File: src/rtl/rsds_ram.sv
// ----------------------------------------------------------------------------
// Generic simple dual-port RAM
// One write port and one read port with registered read data.
// ----------------------------------------------------------------------------
module rsds_ram #(
  parameter int WIDTH = 8,
  parameter int DEPTH = 32,
  parameter int AW    = (DEPTH > 1) ? $clog2(DEPTH) : 1
) (
  input  logic             clk,
  input  logic             we,
  input  logic [AW-1:0]    waddr,
  input  logic [WIDTH-1:0] wdata,
  input  logic             re,
  input  logic [AW-1:0]    raddr,
  output logic [WIDTH-1:0] rdata
);

  logic [WIDTH-1:0] mem [DEPTH];

  always_ff @(posedge clk) begin
    if (we) begin
      mem[waddr] <= wdata;
    end
    if (re) begin
      rdata <= mem[raddr];
    end
  end

endmodule

File: config.mk
export PLATFORM = sky130hd
export DESIGN_NAME = rsds_ram
export DESIGN_NICKNAME = d
export VERILOG_FILES = /design/src/rtl/rsds_ram.sv
export SDC_FILE = /design/constraint.sdc
export NUM_CORES = 1
export LEC_CHECK = 0
export BUFFER_PORTS_ARGS = -buffer_cell sky130_fd_sc_hd__buf_2
export CORE_MARGIN = 2
export CORE_UTILIZATION = 45
export DETAILED_ROUTE_END_ITERATION = 12
export PLACE_DENSITY = 0.68
export REMOVE_ABC_BUFFERS = 1
export SLEW_MARGIN = 20
export SYNTH_ARGS = -nofsm -noshare
export SYNTH_HDL_FRONTEND = slang
export SYNTH_SLANG_ARGS = --single-unit
File: constraint.sdc
create_clock -name clk -period 5.7 [get_ports clk]
set_input_delay 0.57 -clock clk [delete_from_list [all_inputs] [get_ports clk]]
set_output_delay 0.57 -clock clk [all_outputs]
set_load 0.05 [all_outputs]
==> results of run 1 <==
[critical path: stages]
cell and delay [ps]:
buf_4 710, buf_4 460, mux4_2 550, mux4_2 510
mux2_2 280
[per-layer routing]
metal | vias to the layer above | GRT usage | routed length [µm]
li1 | 1848 | - | -
met1 | 2349 | 0.2430 | 8320
met2 | 198 | 0.2836 | 10150
met3 | 22 | 0.03861 | 1552
met4 | 0 | 0.04228 | 361
met5 | - | 0 | 0
[sequential cells by signal, summed over array words and instances, names as in the netlist]
signal,count
mem,256
rdata,8
[final timing paths]
check | from | endpoint | slack [ps]
setup reg to reg | mem[13][7] | rdata[7] | 3730
setup / recovery | raddr[0] | rdata[2] | 2810
hold reg to reg | mem[7][0] | rdata[0] | 990
hold / removal | re | rdata[5] | 460
[cells in the final DEF, fill, tap and decap left out, drive strengths merged]
| master | instances |
|---|---|
| clkinv | 8 |
| buf | 30 |
| nor2 | 33 |
| or3b | 3 |
| edfxtp | 264 |
| bufinv | 1 |
| clkbuf | 29 |
| or3 | 1 |
| mux2 | 8 |
| nand2 | 1 |
| nand3 | 2 |
| mux4 | 80 |
| nand3b | 5 |
[per-stage QoR]
| stage | utilization | area, µm² | std cells | hold WS (ps) |
|---|---|---|---|---|
| floorplan | - | 10030 | 397 | 668.9 |
| global placement | 0.4798 | 10540 | 707 | 958.2 |
| detailed placement | 0.4801 | 10540 | 707 | 962.0 |
| CTS | 0.5123 | 11250 | 745 | 440.8 |
| global route | 0.5124 | 11250 | 745 | 436.7 |
| finish | 0.5124 | 11250 | 745 | 457.1 |
[cell usage after synthesis (all sizes together)]
cell / n
edfxtp: 264
buf: 14
nand3b: 5
mux2: 8
nor2: 33
or3b: 3
mux4: 80
nand2: 1
nand3: 2
or3: 1
clkbuf: 6
[cell type report]
class	instances	area, µm²	share of cell area
clock inverters	9	66.31	0.005893
repair buffers	30	160.2	0.01423
well taps	280	350.3	0.03114
flip-flops and latches	264	7928	0.7046
clock buffers	29	640.6	0.05693
multi-input cells	133	2107	0.1873
[cells by family (layout without fill, tap and decap cells)]
logic type	after synthesis	after routing	synth area share
buffers and inverters	20	68	0.01049
AND/OR/NAND/NOR	45	45	0.02050
multiplexers	88	88	0.1867
flip-flops	264	264	0.7823
[power by group]
group	internal [mW]	switching, mW
combinational	0.0830	0.126
sequential	2.17	0.00918
clock	0.835	0.643
total	3.09	0.778
==> impl_metrics.csv, run 1 <==
group,metric,value,unit
global_route,grtUsageTotal,0.1739,
sta,fin_crit_sh,0.5062,
job,cap_violations,0,
logic_synthesis,netlist.area_leader.share,0.7823,
logic_synthesis,synth_area_leaders,"edfxtp_1 78%, mux4_2 18%, nor2_1 1.2%",
global_route,gr-total-overflow,0,
clock_tree,path_clk_slew,60,ps
critical_path,end_kind,"flop",
logic_synthesis,yosysSeqAreaShare,0.7823,
clock_tree,clock_path_buffers,3,
global_route,grt_pass1_wl,30070,µm
global_route,grt_max_degree,50,
route,wirelength,20380,µm
floorplan,fp.dieH,154.1,µm
critical_path,start_kind,"primary input",
logic_synthesis,synth_area,0.01013,mm²
pwr,peakVddDrop,0.1588,mV
pwr,p_total,3.863,mW
floorplan,initial_core_util,0.4615,
worst_hold_path,min_path_type,"in2reg",
sta,drv_slew,0,
clock_tree,cts.sinks,264,
clock_tree,cts_tree,"yes",
outcome,status,"completed",
clock_tree,ctsRootBufferMaster,"clkbuf_16",
cells_and_area,fill_cells,1652,
sta,slew_headroom,0.2724,
route,first_pass_iters,5,
critical_path,cp_max_fo,49,
cells_and_area,drive_gt1_frac,0.3333,
floorplan,pin_count,29,
clock_tree,numCtsBuffers,24,
clock_tree,cts_max_level,1,
sta,tightest_slew,1087,ps
sta,rsz0062_at_grt,"no",
worst_hold_path,worstHoldPathCells,1,
floorplan,die_w,154.1,µm
placement,port_buffers,28,
cells_and_area,syn_to_final_growth,11.04,%
route,wire_per_inst,27.36,µm
sta,fmax,346.6,MHz
floorplan,core_area,0.02196,mm²
critical_path,worstPathRequired,5950,ps
route,num_vias,4417,
placement,dp_hpwl,12320,µm
route,drtAntennaViolNets,0,
logic_synthesis,syn_inst,417,
logic_synthesis,synth-seq-cells,264,
floorplan,dieArea,0.02373,mm²
placement,routabilityCongestion,0.7756,
sta,setup_ws,2815,ps
logic_synthesis,yosys.area.top_type,"edfxtp_1",
sta,fin_skew,14.26,ps
sta,fin_setup_tns,0,ps
sta,min_period,2885,ps
logic_synthesis,yosysWarningCount,0,
global_route,grt_pass1_vias,4571,
logic_synthesis,synth_cell_types,14,
route,first_iter_violations,549,
critical_path,r2r_cells,3,
clock_tree,holdBufCountCts,0,
route,viasPerCell,5.929,
logic_synthesis,syn_avg_cell_area,24.30,µm²
clock_tree,insertion_delay,510,ps
placement,place_ws,2227,ps
pwr,powerDensity,343.4,mW/mm²
sta,hold_viol_final,0,
clock_tree,postCtsSetupBuffers,0,
critical_path,crit_type,"in2reg",
clock_tree,cts_resized,0,
pwr,total_leakage_power,3.450,nW
global_route,antenna_found_initial,0,
route,drc,0,
floorplan,std_cell_rows,54,
sta,setup_violations,0,
cells_and_area,nets,474,
critical_path,crit_arrival,3130,ps
cells_and_area,diodes,0,
(Power assumes the default switching activity.)
==> run 2: changes to the inputs <==
==> constraint.sdc (replaced) <==
create_clock -name clk -period 2.75 [get_ports clk]
set_input_delay 0.275 -clock clk [delete_from_list [all_inputs] [get_ports clk]]
set_output_delay 0.275 -clock clk [all_outputs]
set_load 0.05 [all_outputs]
==> run 2 against run 1 <==
Effect of this change: final cell count rose by 3.8%; highest routed layer unchanged; sequential power is 110% higher; register-to-register slack worse by 2900 ps; routed wire length grew 3.9%; non-clock buffer count grew 22; power increased by 110%; clock power increased by 100%; final area up 1.7%; global-route usage grew 0.88 points; setup slack worse by 2000 ps; clock skew is 6.5 ps lower; utilization rose by 0.87 points.
==> impl_metrics.csv, run 2 (synthesis gave the netlist of run 1 again) <==
group,metric,value,unit
critical_path,r2r-end,"rdata[1]",
critical_path,r2r_cells,3,
sta,fin_setup_tns,0,ps
cells_and_area,syn_to_final_growth,12.93,%
critical_path,cp_max_fo,1,
global_route,grtUsageTotal,0.1827,
sta,fin_crit_sh,0.7122,
placement,placed_area,0.01074,mm²
cells_and_area,reg.largest.list,"mem x256, rdata x8",
global_route,grt_pass1_wl,31400,µm
clock_tree,clock_path_buffers,3,
sta,setup_violations,0,
route,first_iter_violations,546,
cells_and_area,layout_common_cells,"264 x edfxtp_1, 80 x mux4_2, 33 x nor2_1",
floorplan,dieArea,0.02373,mm²
route,drtAntennaViolNets,0,
job,cap_violations,0,
global_route,antenna_found_initial,1,
sta,fin_skew,7.796,ps
clock_tree,cts_max_level,1,
critical_path,end_kind,"flop",
floorplan,std_cell_rows,54,
critical_path,crit_path_start,"mem[15][1]",
cells_and_area,registers.top_by_ff_count,"mem",
cells_and_area,nets,497,
outcome,status,"completed",
placement,place_ws,346.7,ps
route,num_vias,4589,
clock_tree,insertion_delay,510,ps
worst_hold_path,min_path_type,"in2reg",
clock_tree,cts_resized,0,
critical_path,crit_arrival,2230,ps
floorplan,initial_core_util,0.4615,
sta,slew_headroom,0.3021,
pwr,peakVddDrop,0.3346,mV
floorplan,fp.dieH,154.1,µm
critical_path,worstPathRequired,3020,ps
sta,tightest_slew,1043,ps
sta,fmax,510.6,MHz
cells_and_area,seqCellArea,0.007928,mm²
critical_path,timing.rr.start,"mem[15][1]",
worst_hold_path,hp-start,"re",
global_route,grt_pass1_vias,4709,
pwr,powerDensity,697.9,mW/mm²
critical_path,ff2ff_setup_slack,790,ps
pwr,total_leakage_power,3.569,nW
clock_tree,numCtsBuffers,25,
cells_and_area,multiInputGateArea,0.002100,mm²
route,viasPerCell,5.937,
sta,setup_ws,791.5,ps
cells_and_area,fill_cells,1617,
floorplan,pin_count,29,
critical_path,max_stage_delay,540,ps
critical_path,cp_top_family,"multiplexers",
critical_path,crit_type,"reg2reg",
sta,rsz0062_at_grt,"no",
floorplan,core_area,0.02196,mm²
critical_path,path_common_cell,"mux4_2",
cells_and_area,fin_area,0.01144,mm²
critical_path,start_kind,"flop",
floorplan,die_w,154.1,µm
pwr,p_total,7.987,mW
clock_tree,ctsRootBufferMaster,"clkbuf_16",
global_route,grt_max_degree,65,
worst_hold_path,min_to,"rdata[0]",
route,first_pass_iters,5,
route,drc,0,
clock_tree,holdBufCountCts,0,
cells_and_area,drive_gt1_frac,0.3476,
sta,hold_viol_final,0,
global_route,gr-total-overflow,0,
clock_tree,path_clk_slew,60,ps
placement,dp_hpwl,13000,µm
critical_path,crit_chain,"mux4_2 -> mux4_2 -> mux2_2",
clock_tree,postCtsSetupBuffers,0,
worst_hold_path,worstHoldPathCells,1,
sta,drv_slew,0,
cells_and_area,final_common_cell,"edfxtp_1",
cells_and_area,finish.utilization,0.5211,
placement,port_buffers,28,
clock_tree,cts.sinks,264,
cells_and_area,largest_reg_flops,256,
sta,min_period,1959,ps
clock_tree,cts_tree,"yes",
placement,routabilityCongestion,0.7597,
route,wirelength,21190,µm
critical_path,worst-path-buf-inv,0,
critical_path,slowest_stage,"mux4_2",
route,wire_per_inst,27.41,µm
==> run 2: report_power, final <==
part           switching (mW)  leakage [nW]  internal, mW
Combinational           0.275         0.847         0.183
Clock                    1.36         0.338          1.66
Sequential             0.0198          2.38          4.49
Total                    1.65          3.57          6.33
==> run 2: metal layers <==
metal  wire length (µm)  share of wire  global-route usage  vias to the layer above
met3               1496          0.071             0.03269                       27
met1               8894           0.42              0.2643                     2468
met4                397          0.019             0.04762                        0
li1                   -              -                   -                     1904
met2              10400           0.49              0.2925                      190
met5                  0              0                   0                        -
==> run 2: how the worst max path moves through the flow <==
stage | endpoint | slack [ps] | cells past startpoint
after detailed placement | rdata[6] | 350 | 5
after global routing | rdata[1] | 770 | 3
after floorplan | rdata[0] | 1000 | 3
after CTS | rdata[1] | 790 | 3
after global placement | rdata[4] | 360 | 5
final | rdata[1] | 790 | 3
==> run 2: layout make-up <==
| class | instances | area share |
|---|---|---|
| Sequential cell | 264 | 0.6928 |
| Timing Repair Buffer | 52 | 0.03149 |
| Clock inverter | 12 | 0.004811 |
| Antenna cell | 1 | 0.0002187 |
| Clock buffer | 31 | 0.05664 |
| Multi-Input combinational cell | 133 | 0.1835 |
| Tap cell | 280 | 0.03061 |
==> run 2: metrics by stage <==
stage,instances,hold slack (ps)
CTS,772,155.9
floorplan,397,373.9
finish,773,178.2
global route,772,159.0
detailed placement,729,689.7
global placement,729,680.4
==> run 3: changes to the inputs <==
==> constraint.sdc (replaced) <==
create_clock -name clk -period 1.95 [get_ports clk]
set_input_delay 0.195 -clock clk [delete_from_list [all_inputs] [get_ports clk]]
set_output_delay 0.195 -clock clk [all_outputs]
set_load 0.05 [all_outputs]
==> run 3 against run 2 <==
Effect of this change: the run now ends with setup timing left; routed wire length rose by 1.1%; register-to-register slack got worse by 830 ps; worst hold slack worse by 110 ps; non-clock buffer count rose by 29; critical endpoint is now rdata[5].
==> impl_metrics.csv, run 3 (synthesis gave the netlist of run 1 again) <==
group,metric,value,unit
pwr,p_seq_frac,0.519,
global_route,grt_pass1_vias,4981,
clock_tree,postCtsSetupBuffers,0,
route,first_pass_iters,5,
placement,dp_hpwl,13590,µm
worst_hold_path,min_path_type,"in2reg",
sta,fin_setup_tns,-36.02,ps
cells_and_area,registers.top_by_ff_count,"mem",
critical_path,timing.rr.start,"mem[21][5]",
global_route,grtUsageTotal,0.1848,
route,wirelength,21430,µm
global_route,grt_max_degree,36,
sta,fin_crit_sh,1.018,
clock_tree,cts.sinks,264,
route,drtAntennaViolNets,0,
worst_hold_path,worstHoldPathCells,1,
placement,place_ws,-411.8,ps
critical_path,path_common_cell,"mux4_2",
sta,tightest_slew,607.2,ps
cells_and_area,layout_common_cells,"264 x edfxtp_1, 80 x mux4_2, 47 x buf_4",
critical_path,ff2ff_setup_slack,-40,ps
cells_and_area,largest_reg_flops,256,
critical_path,slowest_stage,"mux4_2",
critical_path,end_kind,"flop",
pwr,pwr-share-comb,0.055,
clock_tree,insertion_delay,520,ps
sta,setup_ws,-36.02,ps
pwr,powerDensity,1028,mW/mm²
sta,fin_skew,7.314,ps
global_route,gr-total-overflow,0,
pwr,p_switching,2.448,mW
cells_and_area,final_common_cell,"edfxtp_1",
global_route,grt_pass1_wl,31780,µm
critical_path,worstPathRequired,2220,ps
pwr,p_int,9.814,mW
route,first_iter_violations,370,
floorplan,pin_count,29,
floorplan,initial_core_util,0.4615,
placement,port_buffers,28,
placement,routabilityCongestion,0.7648,
clock_tree,cts_tree,"yes",
route,num_vias,4667,
cells_and_area,drive_gt1_frac,0.4057,
sta,hold_viol_final,0,
critical_path,start_kind,"flop",
placement,post-place-cells,758,
critical_path,crit_type,"reg2reg",
cells_and_area,fin_area,0.01193,mm²
floorplan,die_w,154.1,µm
sta,min_period,1986,ps
global_route,antenna_found_initial,1,
cells_and_area,fin_cells,805,
sta,setup_violations,1,
sta,fmax,503.5,MHz
worst_hold_path,min_to,"rdata[6]",
sta,drv_slew,0,
critical_path,cp_max_fo,1,
worst_hold_path,hp-start,"re",
floorplan,std_cell_rows,54,
cells_and_area,diodes,0,
sta,hold_ws,63.33,ps
critical_path,max_stage_delay,550,ps
placement,placed_area,0.01101,mm²
cells_and_area,reg.largest.list,"mem x256, rdata x8",
sta,rsz0062_at_grt,"yes",
critical_path,crit_chain,"mux4_2 -> mux4_2 -> mux2_2",
pwr,total_leakage_power,3.863,nW
cells_and_area,finish.utilization,0.5432,
pwr,switching_share,0.1996,
cells_and_area,syn_to_final_growth,17.71,%
critical_path,r2r_cells,3,
pwr,peakVddDrop,0.4780,mV
critical_path,r2r-end,"rdata[5]",
outcome,status,"complete, but fails checks",
clock_tree,numCtsBuffers,26,
clock_tree,path_clk_slew,60,ps
outcome,violations,"setup timing",
cells_and_area,nets,527,
route,viasPerCell,5.798,
sta,slew_headroom,0.5952,
pwr,clkPwrFrac,0.426,
floorplan,core_area,0.02196,mm²
critical_path,crit_arrival,2260,ps
clock_tree,ctsRootBufferMaster,"clkbuf_16",
floorplan,fp.dieH,154.1,µm
route,wire_per_inst,26.62,µm
route,drc,0,
clock_tree,cts_max_level,1,
floorplan,dieArea,0.02373,mm²
clock_tree,clock_path_buffers,3,
pwr,p_total,12.26,mW
job,cap_violations,0,
[run 3: final cells by class]
class,count,area [µm²]
clock buffers,29,683.2
flip-flops and latches,264,7928
repair buffers,81,628.1
multi-input cells,133,2115
clock inverters,18,224.0
fillers,1577,10030
well taps,280,350.3
[run 3: critical path, delay by kind of cell (launching register included)]
family | cells | cell delay (ps)
flip-flops | 1 | 360
multiplexers | 3 | 1390
[run 3: repair_timing]
| action | 4_1_cts | 5_1_grt |
|---|---|---|
| resized for setup | 0 | 4 |
| hold buffers | 0 | 0 |
| endpoints found under the hold margin | 0 | 0 |
| setup endpoints to repair | 3 | 6 |
[run 3: worst max path at each step]
stage	start	depth (start not counted)	to
after CTS	mem[21][5]	3	rdata[5]
final	mem[21][5]	3	rdata[5]
after global placement	raddr[0]	6	rdata[1]
after global routing	mem[16][5]	3	rdata[5]
after floorplan	mem[31][0]	3	rdata[0]
after detailed placement	raddr[0]	6	rdata[1]
[run 3: per-layer routing]
layer | wire length (µm) | vias to the layer above | share of wire | global-route usage
met3 | 1697 | 33 | 0.079 | 0.04002
met5 | 13 | - | 0.00061 | 0
met1 | 8828 | 2490 | 0.41 | 0.2599
met4 | 429 | 2 | 0.020 | 0.05296
met2 | 10460 | 182 | 0.49 | 0.2962
li1 | - | 1960 | - | -
[run 3: power by group through the flow]
| stage | clock network [mW] | registers, mW | logic (mW) |
|---|---|---|---|
| finish | 5.23 | 6.36 | 0.674 |
| global route | 5.51 | 6.36 | 0.715 |
| CTS | 5.29 | 6.36 | 0.678 |
| detailed placement | 0 | 6.48 | 0.674 |
| global placement | 0 | 6.48 | 0.657 |
| floorplan | 0 | 6.53 | 0.262 |
